[src/sv/i2cram_pkg.sv]
// shared types and constants for the i2c register access master
// no dependencies; used by i2cram_front, i2cram_seq and the top level
package i2cram_pkg;

  localparam int unsigned QueueDepth = 4;
  localparam int unsigned QueuePtrW = $clog2(QueueDepth);

  localparam logic [6:0]  RESET_DEV_ADDR    = 7'd28;
  localparam logic [15:0] RESET_PHASE_TICKS = 16'd5;

  // configuration register indexes
  localparam logic CFG_DEVICE_ADDRESS = 1'b0;
  localparam logic CFG_PHASE_TICKS    = 1'b1;

  // input action codes
  localparam logic [1:0] ACT_TICK  = 2'd0;
  localparam logic [1:0] ACT_WRITE = 2'd1;
  localparam logic [1:0] ACT_READ  = 2'd2;

  // read/write bit appended to the device address
  localparam logic RW_WRITE = 1'b0;
  localparam logic RW_READ  = 1'b1;

  typedef enum logic [1:0] {
    KIND_TICK,
    KIND_WRITE,
    KIND_READ
  } kind_t;

  typedef struct packed {
    kind_t      kind;
    logic [7:0] reg_address;
    logic [7:0] write_data;
    logic       sda_in;
  } item_t;

  typedef struct packed {
    logic [6:0]  device_address;
    logic [15:0] phase_ticks;
  } cfg_t;

endpackage

[src/sv/i2cram_front.sv]
// front end: accepts input beats, decodes the action and queues the item
// depends on i2cram_pkg
module i2cram_front (
  input  logic               clk,
  input  logic               rst_n,
  input  logic               in_valid,
  output logic               in_ready,
  input  logic [1:0]         in_action,
  input  logic [7:0]         in_reg_address,
  input  logic [7:0]         in_write_data,
  input  logic               in_sda_in,
  output logic               q_valid,
  output i2cram_pkg::item_t  q_item,
  input  logic               q_pop
);

  i2cram_pkg::item_t                      entry_r [i2cram_pkg::QueueDepth];
  logic [i2cram_pkg::QueuePtrW-1:0]       wr_ptr_r, wr_ptr_nxt;
  logic [i2cram_pkg::QueuePtrW-1:0]       rd_ptr_r, rd_ptr_nxt;
  logic [i2cram_pkg::QueuePtrW:0]         count_r, count_nxt;
  i2cram_pkg::item_t                      item;
  logic                                   push;
  logic                                   pop;

  // action 3 counts as a plain tick
  always_comb begin
    item.reg_address = in_reg_address;
    item.write_data  = in_write_data;
    item.sda_in      = in_sda_in;
    case (in_action)
      i2cram_pkg::ACT_WRITE: item.kind = i2cram_pkg::KIND_WRITE;
      i2cram_pkg::ACT_READ:  item.kind = i2cram_pkg::KIND_READ;
      default:               item.kind = i2cram_pkg::KIND_TICK;
    endcase
  end

  assign in_ready = (count_r != (i2cram_pkg::QueuePtrW+1)'(i2cram_pkg::QueueDepth));
  assign q_valid  = (count_r != '0);
  assign q_item   = entry_r[rd_ptr_r];
  assign push     = in_valid && in_ready;
  assign pop      = q_pop && q_valid;

  always_comb begin
    wr_ptr_nxt = push ? wr_ptr_r + 1'b1 : wr_ptr_r;
    rd_ptr_nxt = pop ? rd_ptr_r + 1'b1 : rd_ptr_r;
    count_nxt  = count_r;
    if (push && !pop) begin
      count_nxt = count_r + 1'b1;
    end else if (pop && !push) begin
      count_nxt = count_r - 1'b1;
    end
  end

  always_ff @(posedge clk) begin
    if (!rst_n) begin
      wr_ptr_r <= '0;
      rd_ptr_r <= '0;
      count_r  <= '0;
    end else begin
      wr_ptr_r <= wr_ptr_nxt;
      rd_ptr_r <= rd_ptr_nxt;
      count_r  <= count_nxt;
    end
  end

  always_ff @(posedge clk) begin
    if (push) begin
      entry_r[wr_ptr_r] <= item;
    end
  end

endmodule

[src/sv/i2cram_seq.sv]
// back end: bus sequencer, one queued item per tick, and the output register
// depends on i2cram_pkg
module i2cram_seq (
  input  logic               clk,
  input  logic               rst_n,
  input  i2cram_pkg::cfg_t   cfg,
  input  logic               q_valid,
  input  i2cram_pkg::item_t  q_item,
  output logic               q_pop,
  output logic               out_valid,
  input  logic               out_ready,
  output logic               out_scl_level,
  output logic               out_sda_level,
  output logic               out_sda_drive,
  output logic               out_busy_res,
  output logic               out_done_res,
  output logic [7:0]         out_read_data
);

  typedef enum logic [3:0] {
    SEG_IDLE   = 4'd0,
    SEG_START1 = 4'd1,
    SEG_ADDR_W = 4'd2,
    SEG_REG    = 4'd3,
    SEG_DATA   = 4'd4,
    SEG_START2 = 4'd5,
    SEG_ADDR_R = 4'd6,
    SEG_READ   = 4'd7,
    SEG_STOP   = 4'd8
  } seg_t;

  seg_t        seg_r, seg_nxt;
  logic [1:0]  ph_r, ph_nxt;
  logic [3:0]  bit_count_r, bit_count_nxt;
  logic [7:0]  shift_r, shift_nxt;
  logic [15:0] tick_r, tick_nxt;
  logic        is_read_r, is_read_nxt;
  logic [7:0]  held_reg_r, held_reg_nxt;
  logic [7:0]  held_data_r, held_data_nxt;
  logic [7:0]  recv_r, recv_nxt;

  logic        out_valid_r, out_valid_nxt;
  logic        scl_r, scl_nxt;
  logic        sda_r, sda_nxt;
  logic        drv_r, drv_nxt;
  logic        busy_r, busy_nxt;
  logic        done_r, done_nxt;
  logic [7:0]  rdata_r, rdata_nxt;

  logic [16:0] tick_inc;
  logic [16:0] limit;
  logic [3:0]  bit_inc;
  logic        idle;
  logic        bit_out;

  assign q_pop    = q_valid && (!out_valid_r || out_ready);
  assign tick_inc = {1'b0, tick_r} + 17'd1;
  assign limit    = (cfg.phase_ticks == '0) ? 17'd1 : {1'b0, cfg.phase_ticks};
  assign bit_inc  = bit_count_r + 4'd1;
  assign idle     = (seg_r == SEG_IDLE) && (ph_r == 2'd0);

  always_comb begin
    seg_nxt       = seg_r;
    ph_nxt        = ph_r;
    bit_count_nxt = bit_count_r;
    shift_nxt     = shift_r;
    tick_nxt      = tick_r;
    is_read_nxt   = is_read_r;
    held_reg_nxt  = held_reg_r;
    held_data_nxt = held_data_r;
    recv_nxt      = recv_r;
    done_nxt      = 1'b0;

    if (q_pop) begin
      if (idle) begin
        if (q_item.kind != i2cram_pkg::KIND_TICK) begin
          is_read_nxt   = (q_item.kind == i2cram_pkg::KIND_READ);
          held_reg_nxt  = q_item.reg_address;
          if (q_item.kind == i2cram_pkg::KIND_WRITE) begin
            held_data_nxt = q_item.write_data;
          end
          seg_nxt       = SEG_START1;
          ph_nxt        = 2'd0;
          bit_count_nxt = 4'd0;
          tick_nxt      = 16'd0;
        end
      end else if (tick_inc < limit) begin
        tick_nxt = tick_inc[15:0];
      end else begin
        tick_nxt = 16'd0;
        case (seg_r)
          SEG_START1, SEG_START2: begin
            if (ph_r != 2'd3) begin
              ph_nxt = ph_r + 2'd1;
            end else begin
              ph_nxt        = 2'd0;
              bit_count_nxt = 4'd0;
              if (seg_r == SEG_START1) begin
                seg_nxt   = SEG_ADDR_W;
                shift_nxt = {cfg.device_address, i2cram_pkg::RW_WRITE};
              end else begin
                seg_nxt   = SEG_ADDR_R;
                shift_nxt = {cfg.device_address, i2cram_pkg::RW_READ};
              end
            end
          end
          SEG_ADDR_W, SEG_REG, SEG_DATA, SEG_ADDR_R: begin
            case (ph_r)
              2'd0: ph_nxt = 2'd1;
              2'd1: begin
                shift_nxt     = {shift_r[6:0], 1'b0};
                bit_count_nxt = bit_inc;
                ph_nxt        = (bit_inc >= 4'd8) ? 2'd2 : 2'd0;
              end
              2'd2: ph_nxt = 2'd3;
              default: begin
                // end of the acknowledge clock
                ph_nxt = 2'd0;
                case (seg_r)
                  SEG_ADDR_W: begin
                    seg_nxt       = SEG_REG;
                    shift_nxt     = held_reg_r;
                    bit_count_nxt = 4'd0;
                  end
                  SEG_REG: begin
                    if (is_read_r) begin
                      seg_nxt = SEG_START2;
                    end else begin
                      seg_nxt       = SEG_DATA;
                      shift_nxt     = held_data_r;
                      bit_count_nxt = 4'd0;
                    end
                  end
                  SEG_DATA: seg_nxt = SEG_STOP;
                  default: begin
                    seg_nxt       = SEG_READ;
                    shift_nxt     = 8'd0;
                    bit_count_nxt = 4'd0;
                  end
                endcase
              end
            endcase
          end
          SEG_READ: begin
            case (ph_r)
              2'd0: ph_nxt = 2'd1;
              2'd1: begin
                // sample on the last tick of scl high
                shift_nxt     = {shift_r[6:0], q_item.sda_in};
                bit_count_nxt = bit_inc;
                if (bit_inc >= 4'd8) begin
                  recv_nxt = {shift_r[6:0], q_item.sda_in};
                  ph_nxt   = 2'd2;
                end else begin
                  ph_nxt = 2'd0;
                end
              end
              default: begin
                seg_nxt = SEG_STOP;
                ph_nxt  = 2'd0;
              end
            endcase
          end
          SEG_STOP: begin
            if (ph_r != 2'd3) begin
              ph_nxt = ph_r + 2'd1;
            end else begin
              seg_nxt  = SEG_IDLE;
              ph_nxt   = 2'd0;
              done_nxt = 1'b1;
            end
          end
          default: begin
            seg_nxt = SEG_IDLE;
            ph_nxt  = 2'd0;
          end
        endcase
      end
    end
  end

  // bus levels follow the step just entered
  assign bit_out = shift_nxt[7];

  always_comb begin
    scl_nxt = 1'b0;
    sda_nxt = 1'b1;
    drv_nxt = 1'b1;
    case (seg_nxt)
      SEG_START1, SEG_START2: begin
        scl_nxt = (ph_nxt == 2'd1) || (ph_nxt == 2'd2);
        sda_nxt = (ph_nxt == 2'd0) || (ph_nxt == 2'd1);
      end
      SEG_ADDR_W, SEG_REG, SEG_DATA, SEG_ADDR_R: begin
        scl_nxt = ph_nxt[0];
        sda_nxt = ph_nxt[1] ? 1'b1 : bit_out;
        drv_nxt = !ph_nxt[1];
      end
      SEG_READ: begin
        scl_nxt = (ph_nxt == 2'd1);
        drv_nxt = ph_nxt[1];
      end
      SEG_STOP: begin
        scl_nxt = (ph_nxt == 2'd1) || (ph_nxt == 2'd2);
        sda_nxt = ph_nxt[1];
      end
      default: begin
        scl_nxt = 1'b0;
      end
    endcase
  end

  assign busy_nxt      = !((seg_nxt == SEG_IDLE) && (ph_nxt == 2'd0));
  assign rdata_nxt     = recv_nxt;
  assign out_valid_nxt = q_pop ? 1'b1 : (out_ready ? 1'b0 : out_valid_r);

  always_ff @(posedge clk) begin
    if (!rst_n) begin
      seg_r       <= SEG_IDLE;
      ph_r        <= 2'd0;
      bit_count_r <= 4'd0;
      shift_r     <= 8'd0;
      tick_r      <= 16'd0;
      is_read_r   <= 1'b0;
      held_reg_r  <= 8'd0;
      held_data_r <= 8'd0;
      recv_r      <= 8'd0;
      out_valid_r <= 1'b0;
    end else begin
      seg_r       <= seg_nxt;
      ph_r        <= ph_nxt;
      bit_count_r <= bit_count_nxt;
      shift_r     <= shift_nxt;
      tick_r      <= tick_nxt;
      is_read_r   <= is_read_nxt;
      held_reg_r  <= held_reg_nxt;
      held_data_r <= held_data_nxt;
      recv_r      <= recv_nxt;
      out_valid_r <= out_valid_nxt;
      if (q_pop) begin
        scl_r   <= scl_nxt;
        sda_r   <= sda_nxt;
        drv_r   <= drv_nxt;
        busy_r  <= busy_nxt;
        done_r  <= done_nxt;
        rdata_r <= rdata_nxt;
      end
    end
  end

  assign out_valid     = out_valid_r;
  assign out_scl_level = scl_r;
  assign out_sda_level = sda_r;
  assign out_sda_drive = drv_r;
  assign out_busy_res  = busy_r;
  assign out_done_res  = done_r;
  assign out_read_data = rdata_r;

endmodule

[src/sv/i2c_register_access_master_core.sv]
// top level of the i2c register access master: configuration registers,
// front end queue and bus sequencer; depends on i2cram_pkg, i2cram_front, i2cram_seq
//
// Each input beat is one tick of bus time and yields exactly one result beat
// with the SCL/SDA levels for that tick. One beat is taken per clock while the
// input queue has room. The edge that takes an input beat writes it into the
// four-entry input queue; once the beat reaches the head of the queue and the
// output register is free, an edge moves it through the sequencer into the
// output register. The sequencer advances one bus phase each time phase_ticks
// ticks have passed. Commands that arrive while a transaction is in progress
// start none and count as plain ticks. Configuration writes take effect on the
// next edge and should only be made with no beats outstanding.
module i2c_register_access_master_core (
  input  logic        clk,
  input  logic        rst_n,
  input  logic        cfg_we,
  input  logic        cfg_index,
  input  logic [15:0] cfg_data,
  input  logic        in_valid,
  output logic        in_ready,
  input  logic [1:0]  in_action,
  input  logic [7:0]  in_reg_address,
  input  logic [7:0]  in_write_data,
  input  logic        in_sda_in,
  output logic        out_valid,
  input  logic        out_ready,
  output logic        out_scl_level,
  output logic        out_sda_level,
  output logic        out_sda_drive,
  output logic        out_busy_res,
  output logic        out_done_res,
  output logic [7:0]  out_read_data
);

  i2cram_pkg::cfg_t  cfg_r, cfg_nxt;
  logic              q_valid;
  logic              q_pop;
  i2cram_pkg::item_t q_item;

  always_comb begin
    cfg_nxt = cfg_r;
    if (cfg_we) begin
      case (cfg_index)
        i2cram_pkg::CFG_DEVICE_ADDRESS: cfg_nxt.device_address = cfg_data[6:0];
        i2cram_pkg::CFG_PHASE_TICKS:    cfg_nxt.phase_ticks    = cfg_data;
        default:                        cfg_nxt = cfg_r;
      endcase
    end
  end

  always_ff @(posedge clk) begin
    if (!rst_n) begin
      cfg_r.device_address <= i2cram_pkg::RESET_DEV_ADDR;
      cfg_r.phase_ticks    <= i2cram_pkg::RESET_PHASE_TICKS;
    end else begin
      cfg_r <= cfg_nxt;
    end
  end

  i2cram_front u_front (
    .clk            (clk),
    .rst_n          (rst_n),
    .in_valid       (in_valid),
    .in_ready       (in_ready),
    .in_action      (in_action),
    .in_reg_address (in_reg_address),
    .in_write_data  (in_write_data),
    .in_sda_in      (in_sda_in),
    .q_valid        (q_valid),
    .q_item         (q_item),
    .q_pop          (q_pop)
  );

  i2cram_seq u_seq (
    .clk           (clk),
    .rst_n         (rst_n),
    .cfg           (cfg_r),
    .q_valid       (q_valid),
    .q_item        (q_item),
    .q_pop         (q_pop),
    .out_valid     (out_valid),
    .out_ready     (out_ready),
    .out_scl_level (out_scl_level),
    .out_sda_level (out_sda_level),
    .out_sda_drive (out_sda_drive),
    .out_busy_res  (out_busy_res),
    .out_done_res  (out_done_res),
    .out_read_data (out_read_data)
  );

endmodule

[config.mk]
export PLATFORM = sky130hd
export DESIGN_NAME = i2c_register_access_master_core
export DESIGN_NICKNAME = d
export VERILOG_FILES = /design/src/sv/i2cram_pkg.sv /design/src/sv/i2cram_front.sv /design/src/sv/i2cram_seq.sv /design/src/sv/i2c_register_access_master_core.sv
export SDC_FILE = /design/constraint.sdc
export NUM_CORES = 1
export LEC_CHECK = 0
export BUFFER_PORTS_ARGS = -buffer_cell sky130_fd_sc_hd__buf_2
export CAP_MARGIN = 0
export CORE_MARGIN = 5
export CORE_UTILIZATION = 50
export CTS_CLUSTER_DIAMETER = 120
export DETAILED_ROUTE_END_ITERATION = 8
export GPL_TIMING_DRIVEN = 0
export PLACE_DENSITY = 0.65
export SKIP_CTS_REPAIR_TIMING = 1
export SLEW_MARGIN = 20
export SYNTH_ARGS = -nofsm -noshare
export SYNTH_HDL_FRONTEND = slang
export SYNTH_HIERARCHICAL = 1
export SYNTH_SLANG_ARGS = --single-unit
[constraint.sdc]
create_clock -name clk -period 5.15 [get_ports clk]
set_input_delay 0.2575 -clock clk [delete_from_list [all_inputs] [get_ports clk]]
set_output_delay 0.2575 -clock clk [all_outputs]
set_load 0.01 [all_outputs]
==> flow_summary.json <==
{
  "status": "completed",
  "cts_sinks": 181,
  "n_fill_cell": 1465,
  "finalSetupTns_ns": 0,
  "post_drt_wl_per_cell_um": 17.7,
  "dpl.hpwl_um": 13900,
  "viasPerCell": 5.61,
  "coreArea_um2": 17200,
  "cts_buffers": 17,
  "syn_area_um2": 8680,
  "cp-startpoint": "u_seq/tick_r[0]",
  "drt_pass1_iterations": 5,
  "clock-skew-final_ns": 0.0115,
  "portBuffers": 53,
  "crit_end": "u_seq/out_scl_level",
  "avgSynthCellArea_um2": 11.4,
  "synth_fa_ha_area_share_pct": 4.56,
  "internal_power_w": 0.00279,
  "p_sw_share_pct": 31.4,
  "setup_viol": 0,
  "min_path_type": "primary input to flop",
  "dr.first_iter.drc_count": 297,
  "synth_xor_area_share_pct": 3.53,
  "antenna_found_initial": 0,
  "fmax_mhz": 206,
  "synth.distinct_cells": 76,
  "antenna_left": 0,
  "nNetsFinal": 906,
  "drt-met1-wl_um": 8220,
  "tritoncts": "yes",
  "drc": 0,
  "gp_congestion": 0.904,
  "cts.clk_slew.worst_paths_ns": 0.07,
  "diodes": 0,
  "synth_area_leaders": "edfxtp_1 (31%), dfxtp_1 (21%), ha_1 (4.3%)",
  "yosys.area.top_type": "edfxtp_1",
  "fp.dieArea_um2": 20100,
  "final_cells": 1072,
  "powerDensity_nw_per_um2": 414,
  "grt_pass1_vias": 6188,
  "syn2layout_area_growth_pct": 13.3,
  "synth.area.mux_share_pct": 10.2,
  "dp_cells": 1040,
  "multi_input_area_um2": 3830,
  "wl_met3_um": 669,
  "seq_area_um2": 4510,
  "synth-edff-count": 89,
  "clockPowerShare_pct": 31.3,
  "path_class": "flop to flop",
  "ctsLongestPathBuffers": 2,
  "initial_core_util_pct": 50.5,
  "h-tree-depth": 4,
  "rrSetupSlack_ns": 0.31,
  "min_period_over_period_pct": 94.0,
  "wl_met2_um": 9610,
  "gr-total-overflow": 0,
  "end_kind": "flop",
  "synthArstFlopShare_pct": 0,
  "worstSetupStartpointType": "flop",
  "hold_violations": 0,
  "yosysSeqAreaShare_pct": 52.0,
  "drv_slew": 0,
  "drv_cap": 0,
  "worst_pin_slew_ns": 1.02,
  "worstPathRequired_ns": 5.41,
  "clockRootBuffer": "clkbuf_16",
  "synth_nets": 833,
  "crit_fanout": 7,
  "yosysWarnings": 6,
  "clk_latency_ns": 0.43,
  "power_switching_w": 0.00128,
  "ys_ff_latch": 181,
  "r2r-end": "u_seq/out_scl_level",
  "rr_worst_depth": 17,
  "p_leak_nw": 3.62,
  "combPwrFrac_pct": 24.8,
  "drive_above_1_share_pct": 18.2,
  "io-pin-count": 56,
  "rsz0062_at_grt": "false",
  "die_width_um": 142,
  "top_layer_used": "met4",
  "slew_headroom_pct": 31.4,
  "seq_power_share_pct": 43.9,
  "row_count": 48,
  "synth_top_family_by_area": "simple AND/OR/NAND/NOR gates",
  "grt_pass1_wl_um": 31200,
  "r2r_start": "u_seq/tick_r[0]",
  "synth_top_area_share_pct": 30.8,
  "synth_flop_cell": "dfxtp_1",
  "yosys.area_share.simple_pct": 14.7,
  "grt_max_degree": 20,
  "synth_compound_area_share_pct": 11.0,
  "grt_use_total_pct": 19.5,
  "wl_um": 19000,
  "fin_crit_ns": 4.84,
  "arrival_ns": 5.10,
  "syn_inst": 761,
  "dr_total_vias": 6013,
  "die_h_um": 142,
  "ir_worst_vdd_v": 0.000302
}
==> area by class of cell <==
cell class / count / area share, %
buffer: 38 / 2.14
clock buffer: 17 / 4.33
clock inverter: 15 / 1.59
inverter: 37 / 1.41
multi-input combinational: 505 / 39.0
sequential: 181 / 45.9
tap: 225 / 2.86
timing repair buffer: 54 / 2.77
==> power groups by stage <==
stage	sequential (W)	combinational (W)	clock, W
after floorplan	0.00180	0.000736	0
after global placement	0.00181	0.000979	0
after detailed placement	0.00182	0.00101	0
after CTS	0.00178	0.00101	0.00130
after global routing	0.00180	0.00110	0.00137
final	0.00178	0.00101	0.00127
==> Yosys cell counts (7+ instances only) <==
cell,count
a21o_1,8
nor2_1,81
xnor2_1,21
ha_1,30
a221oi_1,8
inv_1,36
dfxtp_1,92
o21ai_2,8
edfxtp_1,89
nand3_1,12
nand4_1,17
o21ai_0,15
mux4_1,9
mux4_2,10
xor2_1,14
buf_2,8
nor3_1,9
clkbuf_1,22
a211oi_1,12
a22oi_1,8
nand2_1,62
a21oi_1,16
and3_1,7
mux2i_1,31
and2_1,18
mux2_2,10
==> metal layers <==
metal	vias to the layer above	track usage [%]
li1	2932	-
met2	137	34.9
met1	2909	23.3
met5	-	0
met4	0	7.17
met3	35	3.47
==> cell usage in the layout (no fill, tap or decap), types with 6 or more instances in the layout <==
master	Yosys	layout
inv_1	36	36
xnor2_1	21	21
mux4_1	9	9
o21a_1	6	6
and2_1	18	18
mux4_2	10	10
mux2i_1	31	31
nand4_1	17	17
ha_1	30	30
nor3_1	9	9
edfxtp_1	89	89
xor2_1	14	14
a21o_1	8	8
buf_2	8	61
o211ai_1	6	6
clkbuf_16	0	17
a22oi_1	8	8
a211oi_1	12	12
mux2_2	10	10
nand3_1	12	12
a21oi_1	16	16
nor2b_1	6	6
o21ai_2	8	8
nand2_1	62	62
o21ai_0	15	15
nor2_1	81	79
and3_1	7	7
dfxtp_1	92	92
nand2b_1	6	6
clkbuf_1	22	22
a221oi_1	8	8
==> cells by family after synthesis <==
| group | Yosys count |
|---|---|
| compound gates | 123 |
| xor+xnor | 35 |
| fa+ha+maj | 31 |
| buf+inv | 75 |
| flops | 181 |
| mux | 60 |
| simple gates | 256 |
==> flip-flops by register name, summed over array words and instances, names as in the netlist, 2 cells and up, named ones only <==
name	cells
u_seq/ph_r	2
u_seq/seg_r	4
u_front/entry_r	76
u_front/wr_ptr_r	2
u_seq/recv_r	8
u_seq/out_read_data	8
u_seq/tick_r	16
u_front/count_r	3
u_front/rd_ptr_r	2
cfg_r	23
u_seq/bit_count_r	4
u_seq/held_data_r	8
u_seq/held_reg_r	8
u_seq/shift_r	8
==> worst max-delay path: stages, from the launching register on <==
cell	delay (ns)
dfxtp_1	0.40
ha_1	0.24
nand3_2	0.15
or4_4	0.54
buf_6	0.15
nor2_1	0.14
xor2_1	0.20
ha_1	0.28
a21oi_1	0.17
o221a_2	0.25
o211ai_4	0.10
a211o_1	0.32
a211oi_1	0.85
ha_1	0.31
inv_1	0.05
a311oi_1	0.25
nand4b_1	0.17
o211ai_2	0.11
==> how the worst min path moves through the flow <==
stage,cells after the start,start,endpoint
detailed placement,2,cfg_r[22],cfg_r[22]
floorplan,0,in_sda_in,u_front/entry_r[0][0]
CTS,1,in_write_data[1],u_front/entry_r[0][2]
global route,1,in_write_data[4],u_front/entry_r[3][5]
global placement,2,cfg_r[22],cfg_r[22]
finish,1,in_write_data[1],u_front/entry_r[1][2]
==> stage by stage <==
step | cell area, um^2 | utilization, % | power [W] | hold slack (ns) | worst slack (ns)
after floorplan | 8680 | - | 0.00254 | 0.356 | 0.991
after global placement | 9230 | 53.7 | 0.00279 | 0.463 | 0.457
after detailed placement | 9250 | 53.8 | 0.00282 | 0.461 | 0.334
after CTS | 9830 | 57.2 | 0.00409 | 0.0216 | 0.318
after global routing | 9830 | 57.2 | 0.00427 | 0.0330 | 0.0313
final | 9830 | 57.2 | 0.00407 | 0.0389 | 0.307
Power figures use the tool's default switching activity.
